==> config.mk <==
export PLATFORM = sky130hd
export DESIGN_NAME = isu_cfg_regs
export DESIGN_NICKNAME = d
export VERILOG_FILES = /design/src/hdl/isu_pkg.sv /design/src/hdl/isu_cfg_regs.sv
export SDC_FILE = /design/constraint.sdc
export NUM_CORES = 1
export LEC_CHECK = 0
export BUFFER_PORTS_ARGS = -buffer_cell sky130_fd_sc_hd__buf_2
export CORE_ASPECT_RATIO = 1.75
export CORE_UTILIZATION = 30
export DETAILED_ROUTE_END_ITERATION = 10
export PLACE_DENSITY = 0.49
export SETUP_SLACK_MARGIN = 0.05
export SYNTH_ARGS = -nofsm -noshare
export SYNTH_HDL_FRONTEND = slang
export SYNTH_SLANG_ARGS = --single-unit
==> constraint.sdc <==
create_clock -name aclk -period 1.8 [get_ports aclk]
set_clock_uncertainty 0.15 [all_clocks]
set_input_delay 0.27 -clock aclk [delete_from_list [all_inputs] [get_ports aclk]]
set_output_delay 0.27 -clock aclk [all_outputs]
set_load 0.03 [all_outputs]
==> src/hdl/isu_pkg.sv <==
// Shared types and constants of the Ising Metropolis spin update core.
package isu_pkg;

    localparam int SITE_W   = 12;
    localparam int RAND_W   = 32;
    localparam int WORD_W   = 33;
    localparam int ACTION_W = 2;
    localparam int EIDX_W   = 3;
    localparam int TAP_W    = 3;
    localparam int CFG_IDX_W = 3;
    localparam int S_TDATA_W = 48;
    localparam int S_TUSER_W = 2;
    localparam int M_TDATA_W = 8;

    localparam logic [WORD_W-1:0] ONE_WORD = 33'h1_0000_0000;

    localparam logic [ACTION_W-1:0] ACT_LOAD    = 2'd0;
    localparam logic [ACTION_W-1:0] ACT_ATTEMPT = 2'd1;
    localparam logic [ACTION_W-1:0] ACT_READ    = 2'd2;

    localparam logic [CFG_IDX_W-1:0] CFG_PROB_M4   = 3'd0;
    localparam logic [CFG_IDX_W-1:0] CFG_PROB_M2   = 3'd1;
    localparam logic [CFG_IDX_W-1:0] CFG_PROB_ZERO = 3'd2;
    localparam logic [CFG_IDX_W-1:0] CFG_PROB_P2   = 3'd3;
    localparam logic [CFG_IDX_W-1:0] CFG_PROB_P4   = 3'd4;

    localparam logic [TAP_W-1:0] TAP_CENTRE = 3'd0;
    localparam logic [TAP_W-1:0] TAP_UP     = 3'd1;
    localparam logic [TAP_W-1:0] TAP_DOWN   = 3'd2;
    localparam logic [TAP_W-1:0] TAP_LEFT   = 3'd3;
    localparam logic [TAP_W-1:0] TAP_RIGHT  = 3'd4;

    localparam logic [EIDX_W-1:0] EIDX_MAX = 3'd4;

    typedef enum logic [1:0] {
        ST_IDLE,
        ST_READ,
        ST_LAST,
        ST_EVAL
    } isu_state_t;

endpackage

==> src/hdl/isu_cfg_regs.sv <==
// Acceptance word registers and lookup by energy index.
module isu_cfg_regs
    import isu_pkg::*;
(
    input  logic                 aclk,
    input  logic                 aresetn,
    input  logic                 cfg_valid,
    input  logic [CFG_IDX_W-1:0] cfg_index,
    input  logic [WORD_W-1:0]    cfg_data,
    input  logic [EIDX_W-1:0]    eidx,
    output logic [WORD_W-1:0]    prob_word
);

    logic [WORD_W-1:0] prob_m4_reg;
    logic [WORD_W-1:0] prob_m2_reg;
    logic [WORD_W-1:0] prob_zero_reg;
    logic [WORD_W-1:0] prob_p2_reg;
    logic [WORD_W-1:0] prob_p4_reg;

    always_ff @(posedge aclk) begin
        if (!aresetn) begin
            prob_m4_reg   <= ONE_WORD;
            prob_m2_reg   <= ONE_WORD;
            prob_zero_reg <= ONE_WORD;
            prob_p2_reg   <= ONE_WORD;
            prob_p4_reg   <= ONE_WORD;
        end else if (cfg_valid) begin
            unique case (cfg_index)
                CFG_PROB_M4:   prob_m4_reg   <= cfg_data;
                CFG_PROB_M2:   prob_m2_reg   <= cfg_data;
                CFG_PROB_ZERO: prob_zero_reg <= cfg_data;
                CFG_PROB_P2:   prob_p2_reg   <= cfg_data;
                CFG_PROB_P4:   prob_p4_reg   <= cfg_data;
                default: ;
            endcase
        end
    end

    always_comb begin
        unique case (eidx)
            CFG_PROB_M4:   prob_word = prob_m4_reg;
            CFG_PROB_M2:   prob_word = prob_m2_reg;
            CFG_PROB_ZERO: prob_word = prob_zero_reg;
            CFG_PROB_P2:   prob_word = prob_p2_reg;
            CFG_PROB_P4:   prob_word = prob_p4_reg;
            default:       prob_word = '0;
        endcase
    end

endmodule

After elaboration in Yosys (flattened, before gate mapping)
Cells that the tools add are included.

operators by class
  eq/ne operators = 8
  mux-type cells = 1
  reductions and logical operators = 7

operator list
  kind                                                                   count
  33-bit one-hot mux with 5 select lines                                 1
  3-bit by 2-bit equality test with 1-bit output, second input constant  4
  2-bit AND reduction                                                    5
  3-bit by 1-bit equality test with 1-bit output, second input constant  2
  3-bit equality test, second input constant                             2
  3-bit logical NOT                                                      2

storage, ports and cells
  bits in registers = 165
  bits of input ports = 42
  word-level logic and storage cells = 21

Depth between registers and ports, before layout
  word-level depth = 2
  depth in mapped cells = 6
  gate-level depth less buffers = 3

Worst setup path before layout
No wires, ideal clock.

  kind = input port to output port
  start = input eidx[1]
  end = output prob_word[0]
  arrival time = 1.501 ns
  setup slack = -0.121 ns
  cell stages on the path = 5
  path buffers = 2
  path through = clkbuf_1 -> nor2_2 -> clkbuf_1 -> a22oi_1 -> o22ai_1

between the ends
  longest elaborated chain between the ends = 2
  elaborated cells on any way between the ends = 6
  those cells by class = eq/ne: 4; mux: 1; reduce/logical: 1

ends and longest elaborated chain
  element                                      RTL line            RTL
  start, declared                              isu_cfg_regs.sv:10  input logic [EIDX_W-1:0] eidx,
  3-bit equality test (tied with other cells)  isu_cfg_regs.sv:40  unique case (eidx)
  33-bit one-hot mux with 5 select lines *     isu_cfg_regs.sv:40
  end, declared                                isu_cfg_regs.sv:11  output logic [WORD_W-1:0] prob_word

Every way passes the cells marked *; elsewhere a longest branch is shown, timed or not.

Worst setup path in the final report
  start = register prob_zero_reg[26]
  end = output prob_word[26]

between the ends
  longest elaborated chain between the ends = 1

ends and longest elaborated chain
  element                                 RTL line            RTL
  start, declared                         isu_cfg_regs.sv:16  logic [WORD_W-1:0] prob_zero_reg;
  start signal, assigned                  isu_cfg_regs.sv:31  CFG_PROB_ZERO: prob_zero_reg <= cfg_data;
  33-bit one-hot mux with 5 select lines  isu_cfg_regs.sv:40

No other way between the ends.

==> metrics.txt <==
# TYPE chip_impl_metric gauge
chip_impl_info{name="status",value="finished with violations"} 1
chip_impl_info{name="violated_checks",value="negative setup slack"} 1
chip_impl_metric{name="dr_total_vias",unit=""} 6358
chip_impl_metric{name="synth_cell_type_count",unit=""} 28
chip_impl_metric{name="wirelength",unit="um"} 21700
chip_impl_metric{name="pin_count",unit=""} 75
chip_impl_metric{name="totalPowerFinal",unit="mW"} 8.43
chip_impl_info{name="synthFlopType",value="sky130_fd_sc_hd__dfxtp_1"} 1
chip_impl_metric{name="yosysWarningCount",unit=""} 0
chip_impl_metric{name="place.gp.congestion",unit=""} 0.716
chip_impl_metric{name="numCtsBuffers",unit=""} 17
chip_impl_metric{name="drt-wirelength-per-cell",unit="um"} 17.2
chip_impl_metric{name="ys_seq_elements",unit=""} 165
chip_impl_metric{name="total_leakage_power",unit="nW"} 3.48
chip_impl_metric{name="fp.coreArea",unit="mm2"} 0.0239
chip_impl_info{name="start_kind",value="register"} 1
chip_impl_metric{name="peakVddDrop",unit="V"} 0.000596
chip_impl_metric{name="net-switching-power",unit="mW"} 2.12
chip_impl_metric{name="fmax",unit="MHz"} 523
chip_impl_metric{name="initialDrtViolationCount",unit=""} 381
chip_impl_metric{name="p_int",unit="mW"} 6.31
chip_impl_metric{name="fp.dieH",unit="um"} 208
chip_impl_metric{name="antenna_cells_inserted",unit=""} 0
chip_impl_metric{name="syn-cell-area",unit="mm2"} 0.00730
chip_impl_metric{name="multiplexer_share_of_the_synthesized_area",unit="%"} 5.35
chip_impl_metric{name="critical-path-max-stage-delay",unit="ps"} 310
chip_impl_metric{name="finalNetCount",unit=""} 985
chip_impl_metric{name="synth_xor_xnor_area_share",unit="%"} 0
chip_impl_metric{name="worst_pin_slew",unit="ps"} 345
chip_impl_metric{name="antenna_found_initial",unit=""} 0
chip_impl_metric{name="synth_async_sr_flop_share",unit="%"} 0
chip_impl_metric{name="netSwitchingFraction",unit="%"} 25.1
chip_impl_metric{name="clk_path_buf_depth",unit=""} 2
chip_impl_metric{name="globalRouteTotalUtil",unit="%"} 17.9
chip_impl_metric{name="crit_path_max_fanout",unit=""} 2
chip_impl_metric{name="min_cycle_time_layout",unit="ps"} 1910
chip_impl_metric{name="max_cap_violations",unit=""} 0
chip_impl_metric{name="place_hpwl",unit="um"} 13500
chip_impl_info{name="critical_path.endpoint_type",value="output port"} 1
chip_impl_info{name="critPathSlowestCell",value="sky130_fd_sc_hd__dfxtp_1"} 1
chip_impl_metric{name="remaining_drc_errors",unit=""} 0
chip_impl_metric{name="drt.antenna.violating_nets",unit=""} 0
chip_impl_metric{name="cts_num_sinks",unit=""} 165
chip_impl_metric{name="port-buffer-count",unit=""} 74
chip_impl_metric{name="timing.final.max_slew_violations",unit=""} 0
chip_impl_metric{name="clock_transition_at_the_registers_of_the_reported_paths",unit="ps"} 60
chip_impl_info{name="cts_tree",value="yes"} 1
chip_impl_metric{name="cp.buffers_inverters",unit=""} 2
chip_impl_metric{name="area_of_the_die",unit="mm2"} 0.0250
chip_impl_metric{name="min_period_over_period",unit="%"} 106
chip_impl_metric{name="synth-edff-count",unit=""} 0
chip_impl_metric{name="grt_pass1_wl",unit="um"} 34700
chip_impl_metric{name="start_util",unit="%"} 30.5
chip_impl_info{name="grt_setup_unrepaired",value="yes"} 1
chip_impl_info{name="cts-root-buf",value="sky130_fd_sc_hd__clkbuf_16"} 1
chip_impl_metric{name="fillers",unit=""} 2439
chip_impl_metric{name="grt-ovfl-total",unit=""} 0
chip_impl_metric{name="fraction_of_final_layout_cells_with_drive_strength_greater_than_1",unit="%"} 34.7
chip_impl_metric{name="syn_area_per_cell",unit="um2"} 8.52
chip_impl_metric{name="synth_compound_gate_area_share",unit="%"} 24.8
chip_impl_metric{name="yosys.area_share.simple",unit="%"} 19.2
chip_impl_metric{name="power.sequential.fraction",unit="%"} 44.8
chip_impl_metric{name="critPathArrivalTime",unit="ps"} 1490
chip_impl_metric{name="synth_fa_ha_area_share",unit="%"} 0
chip_impl_metric{name="synth_seq_area_share",unit="%"} 45.2
chip_impl_metric{name="finalSetupViolCount",unit=""} 30
chip_impl_metric{name="powerDensity",unit="mW/mm2"} 848
chip_impl_info{name="largest_family_of_logic_cells_by_synthesized_area",value="compound AO/OA/AOI/OAI gates"} 1
chip_impl_metric{name="synthesis.nets",unit=""} 899
chip_impl_info{name="cell_type_group_with_the_largest_total_delay_on_the_critical_path",value="flip-flops"} 1
chip_impl_info{name="top_library_cells_by_usage_in_the_layout_fill_and_taps_aside",value="sky130_fd_sc_hd__nand2_1, sky130_fd_sc_hd__dfxtp_1, sky130_fd_sc_hd__a21boi_1"} 1
chip_impl_info{name="min_path_type",value="input port to register"} 1
chip_impl_metric{name="clock_power_share",unit="%"} 44.8
chip_impl_metric{name="clk_latency",unit="ps"} 420
chip_impl_metric{name="max_slew_margin",unit="%"} 77.0
chip_impl_metric{name="required",unit="ps"} 1380
chip_impl_metric{name="timing_hold_violations_final",unit=""} 0
chip_impl_metric{name="vias_per_cell",unit=""} 5.03
chip_impl_metric{name="setup_ws",unit="ps"} -111
chip_impl_info{name="timing.setup.critical_path_class",value="register to output port"} 1
chip_impl_metric{name="detail_route.first_pass.iterations",unit=""} 4
chip_impl_info{name="timing.critical_path.cells",value="mux2_4, a22oi_2, buf_4, o22ai_4, buf_6"} 1
chip_impl_metric{name="grt_pass1_vias",unit=""} 6381
chip_impl_info{name="most_common_library_cell_in_the_layout_ignoring_fill_and_taps",value="sky130_fd_sc_hd__nand2_1"} 1
chip_impl_metric{name="syn_to_final_growth",unit="%"} 36.2
chip_impl_metric{name="hold_slack",unit="ps"} 30.4
chip_impl_metric{name="num_rows",unit=""} 75
chip_impl_metric{name="maximum_number_of_pins_on_one_net_before_global_route_repair",unit=""} 83
chip_impl_metric{name="netlist_instances",unit=""} 857
chip_impl_metric{name="cts-htree-levels",unit=""} 4
chip_impl_metric{name="die_w",unit="um"} 120
chip_impl_metric{name="power_frac_comb",unit="%"} 10.4
[metrics by stage]
stage	setup slack, ps	instances	cell area [um2]	utilization [%]	TNS, ps
2_1_floorplan	31.1	857	7510	-	0
3_3_place_gp	-225	1198	8480	35.4	-5190
3_5_place_dp	-224	1198	8480	35.4	-5480
4_1_cts	-144	1264	9890	41.3	-2010
5_1_grt	-164	1264	9940	41.5	-2640
6_report	-111	1264	9940	41.5	-801
[power groups by stage]
stage	combinational, mW	clock [mW]	sequential (mW)
finish	0.876	3.78	3.78
floorplan	0.436	0	3.84
global placement	0.765	0	3.85
detailed placement	0.769	0	3.85
CTS	0.882	3.86	3.77
global route	0.950	4.00	3.78
[per-layer routing]
metal	track usage [%]	vias to the layer above	part of all wire (%)
met5	0	-	0
met4	5.22	0	1.2
met3	2.47	13	2.2
met2	32.7	96	53
met1	21.2	3088	44
li1	-	3161	-
[area by class of cell]
class / instances / area (um2) / area share (%)
clock inverters: 14 / 176 / 1.77
well taps: 308 / 385 / 3.88
flip-flops and latches: 165 / 3340 / 33.6
multi-input cells: 606 / 4100 / 41.3
clock buffers: 18 / 429 / 4.32
repair buffers: 153 / 1500 / 15.1
[what timing repair did]
action                     CTS  global route
gates cloned                 0             0
buffers inserted             1             0
hold endpoints to repair   104             0
hold buffers                33             0
pin swaps                   27            28
setup endpoints to repair   33            33
resized for setup          136            24
[worst min-delay path, cell delays in order]
cell	delay (ps)
sky130_fd_sc_hd__buf_2	160
sky130_fd_sc_hd__nand2_1	60
sky130_fd_sc_hd__nand3_1	70
[cell usage after synthesis (2+ instances only)]
master | instances | area, um2
sky130_fd_sc_hd__nor2b_1 | 2 | 12.5
sky130_fd_sc_hd__nand2_2 | 21 | 131
sky130_fd_sc_hd__a21boi_0 | 6 | 45.0
sky130_fd_sc_hd__a21boi_2 | 20 | 225
sky130_fd_sc_hd__nand3_1 | 66 | 330
sky130_fd_sc_hd__a21boi_1 | 70 | 526
sky130_fd_sc_hd__nand4bb_1 | 3 | 33.8
sky130_fd_sc_hd__mux2i_1 | 3 | 30.0
sky130_fd_sc_hd__o21ai_0 | 64 | 320
sky130_fd_sc_hd__buf_6 | 3 | 33.8
sky130_fd_sc_hd__o22ai_1 | 32 | 200
sky130_fd_sc_hd__a22oi_1 | 64 | 480
sky130_fd_sc_hd__nand3b_1 | 2 | 15.0
sky130_fd_sc_hd__nand2_1 | 211 | 792
sky130_fd_sc_hd__clkbuf_1 | 44 | 165
sky130_fd_sc_hd__buf_2 | 39 | 195
sky130_fd_sc_hd__mux2_2 | 32 | 360
sky130_fd_sc_hd__dfxtp_1 | 165 | 3300
[kinds of logic after synthesis]
family	after synthesis
compound gates	258
buf+inv	86
flops	165
mux	35
simple gates	313
[worst paths after layout]
check / startpoint / to / slack (ps) / depth (start not counted)
hold reg to reg: prob_p4_reg[16]$_SDFFE_PN0P_ / prob_p4_reg[16]$_SDFFE_PN0P_ / 300 / 2
setup reg to reg: prob_m2_reg[14]$_SDFFE_PN0P_ / prob_m2_reg[14]$_SDFFE_PN0P_ / 990 / 3
hold / removal: cfg_data[32] / prob_p4_reg[32]$_SDFFE_PN1P_ / 30 / 3
setup / recovery: prob_zero_reg[26]$_SDFFE_PN0P_ / prob_word[26] / -110 / 5
Note: power is estimated with default switching activity, not from simulation.
