**src/hdl/isu_pkg.sv**
```systemverilog
// Shared types and constants of the Ising Metropolis spin update core.
package isu_pkg;

    localparam int SITE_W   = 12;
    localparam int RAND_W   = 32;
    localparam int WORD_W   = 33;
    localparam int ACTION_W = 2;
    localparam int EIDX_W   = 3;
    localparam int TAP_W    = 3;
    localparam int CFG_IDX_W = 3;
    localparam int S_TDATA_W = 48;
    localparam int S_TUSER_W = 2;
    localparam int M_TDATA_W = 8;

    localparam logic [WORD_W-1:0] ONE_WORD = 33'h1_0000_0000;

    localparam logic [ACTION_W-1:0] ACT_LOAD    = 2'd0;
    localparam logic [ACTION_W-1:0] ACT_ATTEMPT = 2'd1;
    localparam logic [ACTION_W-1:0] ACT_READ    = 2'd2;

    localparam logic [CFG_IDX_W-1:0] CFG_PROB_M4   = 3'd0;
    localparam logic [CFG_IDX_W-1:0] CFG_PROB_M2   = 3'd1;
    localparam logic [CFG_IDX_W-1:0] CFG_PROB_ZERO = 3'd2;
    localparam logic [CFG_IDX_W-1:0] CFG_PROB_P2   = 3'd3;
    localparam logic [CFG_IDX_W-1:0] CFG_PROB_P4   = 3'd4;

    localparam logic [TAP_W-1:0] TAP_CENTRE = 3'd0;
    localparam logic [TAP_W-1:0] TAP_UP     = 3'd1;
    localparam logic [TAP_W-1:0] TAP_DOWN   = 3'd2;
    localparam logic [TAP_W-1:0] TAP_LEFT   = 3'd3;
    localparam logic [TAP_W-1:0] TAP_RIGHT  = 3'd4;

    localparam logic [EIDX_W-1:0] EIDX_MAX = 3'd4;

    typedef enum logic [1:0] {
        ST_IDLE,
        ST_READ,
        ST_LAST,
        ST_EVAL
    } isu_state_t;

endpackage

```
**src/hdl/isu_ctrl.sv**
```systemverilog
// Item sequencer: neighbour reads, Metropolis decision, write-back and result register.
module isu_ctrl
    import isu_pkg::*;
#(
    parameter int ROW_BITS = 6,
    parameter int COL_BITS = 6
) (
    input  logic                          aclk,
    input  logic                          aresetn,
    input  logic                          s_tvalid,
    output logic                          s_tready,
    input  logic [ACTION_W-1:0]           s_action,
    input  logic [SITE_W-1:0]             s_site,
    input  logic                          s_spin_in,
    input  logic [RAND_W-1:0]             s_random_u,
    output logic                          m_tvalid,
    input  logic                          m_tready,
    output logic                          m_accepted,
    output logic                          m_spin_out,
    output logic [EIDX_W-1:0]             m_energy_index,
    output logic [EIDX_W-1:0]             eidx,
    input  logic [WORD_W-1:0]             prob_word,
    output logic                          rd_en,
    output logic [ROW_BITS+COL_BITS-1:0]  rd_addr,
    input  logic                          rd_data,
    output logic                          wr_en,
    output logic [ROW_BITS+COL_BITS-1:0]  wr_addr,
    output logic                          wr_data
);

    localparam int EXT_W = SITE_W + ROW_BITS + COL_BITS;

    isu_state_t state_reg, state_next;

    logic [TAP_W-1:0]    cnt_reg, cnt_next;
    logic                pend_reg;
    logic [TAP_W-1:0]    pend_tap_reg;
    logic [ACTION_W-1:0] action_reg;
    logic [ROW_BITS-1:0] row_reg;
    logic [COL_BITS-1:0] col_reg;
    logic                spin_in_reg;
    logic [RAND_W-1:0]   rnd_reg;
    logic                centre_reg;
    logic [EIDX_W-1:0]   ups_reg;

    logic                m_tvalid_reg;
    logic                accepted_reg;
    logic                spin_out_reg;
    logic [EIDX_W-1:0]   eidx_out_reg;

    logic [EXT_W-1:0]    site_ext;
    logic                accept;
    logic                out_free;
    logic                done;
    logic                is_load;
    logic                is_attempt;
    logic                flip;
    logic [ROW_BITS-1:0] tap_row;
    logic [COL_BITS-1:0] tap_col;

    assign site_ext   = {{(ROW_BITS + COL_BITS){1'b0}}, s_site};
    assign accept     = s_tvalid && s_tready;
    assign out_free   = !m_tvalid_reg || m_tready;
    assign is_load    = (action_reg == ACT_LOAD);
    assign is_attempt = (action_reg == ACT_ATTEMPT);
    assign eidx       = centre_reg ? ups_reg : EIDX_MAX - ups_reg;
    assign flip       = is_attempt && (prob_word >= {1'b0, rnd_reg});

    // next state
    always_comb begin
        state_next = state_reg;
        cnt_next   = cnt_reg;
        unique case (state_reg)
            ST_IDLE: begin
                cnt_next = TAP_CENTRE;
                if (accept) begin
                    state_next = (s_action == ACT_LOAD) ? ST_EVAL : ST_READ;
                end
            end
            ST_READ: begin
                cnt_next = cnt_reg + TAP_W'(1);
                if (!is_attempt || cnt_reg == TAP_RIGHT) begin
                    state_next = ST_LAST;
                end
            end
            ST_LAST: state_next = ST_EVAL;
            ST_EVAL: begin
                if (out_free) begin
                    state_next = ST_IDLE;
                end
            end
            default: state_next = ST_IDLE;
        endcase
    end

    // outputs
    always_comb begin
        s_tready = 1'b0;
        rd_en    = 1'b0;
        done     = 1'b0;
        tap_row  = row_reg;
        tap_col  = col_reg;
        unique case (state_reg)
            ST_IDLE: s_tready = 1'b1;
            ST_READ: begin
                rd_en = 1'b1;
                case (cnt_reg)
                    TAP_UP:    tap_row = row_reg - ROW_BITS'(1);
                    TAP_DOWN:  tap_row = row_reg + ROW_BITS'(1);
                    TAP_LEFT:  tap_col = col_reg - COL_BITS'(1);
                    TAP_RIGHT: tap_col = col_reg + COL_BITS'(1);
                    default: ;
                endcase
            end
            ST_LAST: ;
            ST_EVAL: done = out_free;
            default: ;
        endcase
    end

    assign rd_addr = {tap_row, tap_col};
    assign wr_en   = done && (is_load || flip);
    assign wr_addr = {row_reg, col_reg};
    assign wr_data = is_load ? spin_in_reg : !centre_reg;

    always_ff @(posedge aclk) begin
        if (!aresetn) begin
            state_reg    <= ST_IDLE;
            cnt_reg      <= TAP_CENTRE;
            pend_reg     <= 1'b0;
            m_tvalid_reg <= 1'b0;
        end else begin
            state_reg <= state_next;
            cnt_reg   <= cnt_next;
            pend_reg  <= rd_en;
            if (done) begin
                m_tvalid_reg <= 1'b1;
            end else if (m_tready) begin
                m_tvalid_reg <= 1'b0;
            end
        end
    end

    always_ff @(posedge aclk) begin
        pend_tap_reg <= cnt_reg;
        if (accept) begin
            action_reg  <= s_action;
            row_reg     <= site_ext[COL_BITS +: ROW_BITS];
            col_reg     <= site_ext[COL_BITS-1:0];
            spin_in_reg <= s_spin_in;
            rnd_reg     <= s_random_u;
            ups_reg     <= '0;
            centre_reg  <= 1'b0;
        end else if (pend_reg) begin
            if (pend_tap_reg == TAP_CENTRE) begin
                centre_reg <= rd_data;
            end else begin
                ups_reg <= ups_reg + {{(EIDX_W-1){1'b0}}, rd_data};
            end
        end
        if (done) begin
            accepted_reg <= flip;
            spin_out_reg <= is_load ? spin_in_reg : (centre_reg ^ flip);
            eidx_out_reg <= is_attempt ? eidx : '0;
        end
    end

    assign m_tvalid       = m_tvalid_reg;
    assign m_accepted     = accepted_reg;
    assign m_spin_out     = spin_out_reg;
    assign m_energy_index = eidx_out_reg;

endmodule

```
**config.mk**
```make
export PLATFORM = sky130hd
export DESIGN_NAME = isu_ctrl
export DESIGN_NICKNAME = d
export VERILOG_FILES = /design/src/hdl/isu_pkg.sv /design/src/hdl/isu_ctrl.sv
export SDC_FILE = /design/constraint.sdc
export NUM_CORES = 1
export LEC_CHECK = 0
export ABC_CLOCK_PERIOD_IN_PS = 4500
export BUFFER_PORTS_ARGS = -buffer_cell sky130_fd_sc_hd__buf_4
export CORE_MARGIN = 8
export CORE_UTILIZATION = 45
export DETAILED_ROUTE_END_ITERATION = 6
export GPL_TIMING_DRIVEN = 0
export PLACE_DENSITY = 0.74
export SYNTH_ARGS = -nofsm -noshare
export SYNTH_HDL_FRONTEND = slang
export SYNTH_SLANG_ARGS = --single-unit
```
**constraint.sdc**
```tcl
create_clock -name aclk -period 4.5 [get_ports aclk]
set_clock_uncertainty 0.15 [all_clocks]
set_input_delay 1.35 -clock aclk [delete_from_list [all_inputs] [get_ports aclk]]
set_output_delay 1.35 -clock aclk [all_outputs]
set_load 0.01 [all_outputs]
```
Word-level counts from Yosys, hierarchy flattened

Index checks and enable logic that the tools add are counted.
Widths: inputs -> output; s select.

Add/sub/neg operators: 7
Order comparisons: 1
Equal/unequal tests: 11
Mux-type cells: 18
Bitwise gates (word level): 2
Reductions and logical operators: 18

Operators with widths:

| kind                | number |
|---|---|
| $ge 33x32->1        | 1 |
| $pmux 6 s2          | 2 |
| $add 6x1->6 const B | 2 |
| $mux 6              | 2 |
| $sub 6x1->6 const B | 2 |
| $mux 2              | 4 |
| $pmux 2 s4          | 1 |
| $mux 1              | 7 |
| $eq 3x2->1 const B  | 2 |
| $logic_not 2->1     | 3 |
| $ne 2x2->1 const B  | 3 |
| $pmux 3 s2          | 1 |
| $eq 2x1->1 const B  | 2 |
| $eq 2x2->1 const B  | 2 |
| $reduce_and 2->1    | 2 |
| $reduce_bool 2->1   | 2 |
| $add 3x1->3         | 1 |
| $add 3x1->3 const B | 1 |
| $eq 3x1->1 const B  | 1 |
| $eq 3x3->1 const B  | 1 |
| $logic_and 1x1->1   | 3 |
| $logic_not 1->1     | 3 |
| $logic_not 3->1     | 1 |
| $logic_or 1x1->1    | 3 |
| other kinds (5)     | 5 |

Flip-flop bits (word level): 66
Input bits: 85
Output and inout port bits: 37
Logic and storage cells: 72

Depth between registers and ports, before layout

Depth in word-level cells: 5
Gate-level depth with buffers: 12
Depth with buffers taken out: 11

Least setup slack after synthesis

OpenSTA, ideal clock, no wires.

Kind: in2out
Start: in prob_word[30]
End: out wr_en
Arrival time: 2.887 ns
Data required time: 3.000 ns
Slack: 0.113 ns
Stages on the path: 6
Path buffers: 0
Cell sequence: ha_1 > nand4b_4 > or4_4 > nor2_4 > nor3_2 > a211oi_1

Word-level cells in the longest chain between the ends: 4

Ends and longest elaborated chain:

| what               | line            | text |
|---|---|---|
| start: declaration | isu_ctrl.sv:22  | `input logic [WORD_W-1:0] prob_word,` |
| $ge 33x32->1       | isu_ctrl.sv:67  | `assign flip = is_attempt && (prob_word >= {1'b0, rnd_reg});` |
| $logic_and 1x1->1  | isu_ctrl.sv:67  |  |
| $logic_or 1x1->1   | isu_ctrl.sv:122 | `assign wr_en = done && (is_load \|\| flip);` |
| $logic_and 1x1->1  | isu_ctrl.sv:122 |  |
| end: declaration   | isu_ctrl.sv:26  | `output logic wr_en,` |

Every way passes these cells.

Worst setup path after layout

Ends and elaborated chain as after synthesis.

==> impl_metrics.ini <==
[outcome]
status = finished, violations left
violations = setup timing

[global_route]
grt_remaining_overflow = 0
grt_first_pass_wirelength_um = 13700
grt.total_usage_pct = 15.0
antenna_found_initial = 0
grt_pass1_vias = 2923
grt_max_degree = 34

[clock_tree]
clk_path_buf_depth = 2
root_buffer = clkbuf_8
path_clk_slew_ns = 0.07
clock-sinks = 66
tritoncts = yes
clock_latency_ns = 0.34
htreeDepth = 3
numCtsBuffers = 9
hold_buffers = 0

[worst_setup_path]
r2r_start = rnd_reg[24]$_DFFE_PP_
startpoint_type = input port
path_class = input port to output port
cp_data_arrival_time_ns = 3.03
crit_path_end_kind = output port
cp_max_fo = 4
required_ns = 3.00
reg2reg_to = m_spin_out$_DFFE_PP_
crit_start = prob_word[30]
r2r_setup_slack_ns = 2.18
r2r_cells = 10
cp-endpoint = wr_en

[synthesis]
synth-seq-cells = 66
yosys-top-cells-count = 52 x edfxtp_1, 51 x ha_1, 43 x inv_1
synthCells = 327
yosys.area.top_type = edfxtp_1
ys_seq_area_share_pct = 49.6
syn_area_per_cell_um2 = 11.4
yosysTopAreaCellShare_pct = 42.0
synth_nets = 465
synthTopCellsByArea = edfxtp_1 42%, ha_1 17%, dfxtp_1 7.5%
synth_edf_count = 52
ys_async_sr_fraction_pct = 0
synth_area_um2 = 3710
ys.flop_type = edfxtp_1
yosys.cell_types.count = 46
yosys.cell_count.top_type = edfxtp_1
synth_warnings = 0

[route]
antenna_left = 0
route.vias.total = 2816
wl_um = 8860
viasPerCell = 4.91
route.detailed.drc = 0
drtIter0Drc = 63
routedWlPerCell_um = 15.5
detailedRoute.firstPassIterationCount = 4

[cells_and_area]
final_layout_size_suffix_gt1_share_pct = 38.2
finalNetCount = 601
stdcell_area_um2 = 5260
n_fill_cell = 602
syn_to_final_growth_pct = 41.5
largest_reg_flops = 32
antenna_cells = 0

[timing]
min_period_over_period_pct = 101
setup_ws_ns = -0.0320
setup_tns_ns = -0.0320
hold_viol_final = 0
slew_violations = 0
maxSlewHeadroom_pct = 66.4
finalSetupViolations = 1
rsz0062_at_grt = true
fmax_ghz = 0.221
tightestPinTransition_ns = 0.504
min_period_ns = 4.53

[pwr]
p_sw_uw = 799
power_frac_clock_pct = 21.2
power_density_nw_per_um2 = 443
pwr-share-seq_pct = 39.0
p_leak_uw = 0.00231
p_int_uw = 1530
switching_share_pct = 34.3
share_comb_of_total_power_pct = 39.8
ir_drop_v = 0.000450
p_total_uw = 2330

[floorplanning]
design.core.area_um2 = 8090
rows = 33
chipWidth_um = 107
die_h_um = 107
die_area_um2 = 11400
start_util_pct = 45.9
pin_count = 122

[placement]
portBuffers = 121
gp_congestion = 0.746
postPlaceCellArea_um2 = 4770
dp.final_hpwl_um = 6830

[job]
cap_violations = 0

[min_path]
hold_class = register to register
critical path: stages:
cell and delay [ns]:
buf_4 0.12, ha_4 0.27, nand4b_4 0.14, nor4_4 0.34, nand3_2 0.14, a31oi_4 0.21, nor3_4 0.07, a211oi_2 0.23
buf_4 0.15
how the worst min path moves through the flow:
stage / start / to / slack [ns] / cells past startpoint
detailed placement: cnt_reg[1]$_SDFFE_PN0P_ / pend_tap_reg[1]$_DFF_P_ / 0.24 / 0
finish: cnt_reg[1]$_SDFFE_PN0P_ / pend_tap_reg[1]$_DFF_P_ / 0.25 / 0
floorplan: cnt_reg[1]$_SDFFE_PN0P_ / pend_tap_reg[1]$_DFF_P_ / 0.22 / 0
global route: cnt_reg[1]$_SDFFE_PN0P_ / pend_tap_reg[1]$_DFF_P_ / 0.26 / 0
CTS: cnt_reg[1]$_SDFFE_PN0P_ / pend_tap_reg[1]$_DFF_P_ / 0.25 / 0
global placement: cnt_reg[1]$_SDFFE_PN0P_ / pend_tap_reg[1]$_DFF_P_ / 0.24 / 0
per-stage QoR:
stage | instances | utilization (%) | setup WS [ns] | hold slack [ns]
after floorplan | 327 | - | 0.113 | 0.221
after global placement | 553 | 58.7 | -0.298 | 0.238
after detailed placement | 554 | 59.0 | -0.374 | 0.241
after CTS | 573 | 63.9 | -0.0470 | 0.251
after global routing | 573 | 65.0 | -0.135 | 0.264
final | 573 | 65.0 | -0.0320 | 0.249
metal layers:
| layer | GRT usage, % | up-vias | wire length, µm |
|---|---|---|---|
| li1 | - | 1428 | - |
| met1 | 17.5 | 1296 | 3560 |
| met2 | 25.7 | 86 | 4520 |
| met3 | 4.62 | 6 | 725 |
| met4 | 4.82 | 0 | 45 |
| met5 | 0 | - | 0 |
cells by family after synthesis:
kind of cell | Yosys count | share of synthesized area, %
flops | 66 | 49.6
compound gates | 53 | 9.03
xor+xnor | 12 | 2.83
simple gates | 85 | 12.4
buf+inv | 48 | 5.02
mux | 10 | 2.86
fa+ha+maj | 53 | 18.3
layout make-up:
class | instances | area [µm²] | area share, %
Multi-Input combinational cell | 213 | 1930 | 36.7
Tap cell | 105 | 131 | 2.50
Inverter | 43 | 161 | 3.07
Clock inverter | 7 | 70.1 | 1.33
Timing Repair Buffer | 125 | 973 | 18.5
Sequential cell | 66 | 1840 | 35.0
Clock buffer | 9 | 124 | 2.36
Buffer | 5 | 26.3 | 0.500
cell usage in the layout (no fill, tap or decap), types with 3 or more instances in the layout:
cell type	count
xnor2_1	8
nand2_1	19
mux2i_1	5
edfxtp_1	52
a21o_1	4
dfxtp_1	14
mux2_2	5
nand4_1	3
buf_6	6
nor2_1	22
nor3_1	5
o21ai_0	8
ha_4	14
inv_1	42
ha_1	37
clkbuf_8	9
a21oi_1	21
a211oi_1	4
xor2_1	4
buf_4	119
nor2b_1	10
nand2b_1	6
nand3_1	3
clkinvlp_4	3
and2_1	3
timing repair:
action,in CTS,in global routing
setup buffers,3,0
resized for setup,21,11
pin swaps,12,9
endpoints found under the setup margin,1,2
power groups by stage:
stage               combinational [µW]  sequential (µW)  clock [µW]
floorplan                          516              924           0
detailed placement                 860              920           0
finish                             926              907         494
CTS                                912              908         508
global placement                   810              926           0
global route                      1040              924         532
Power figures use the tool's default switching activity.
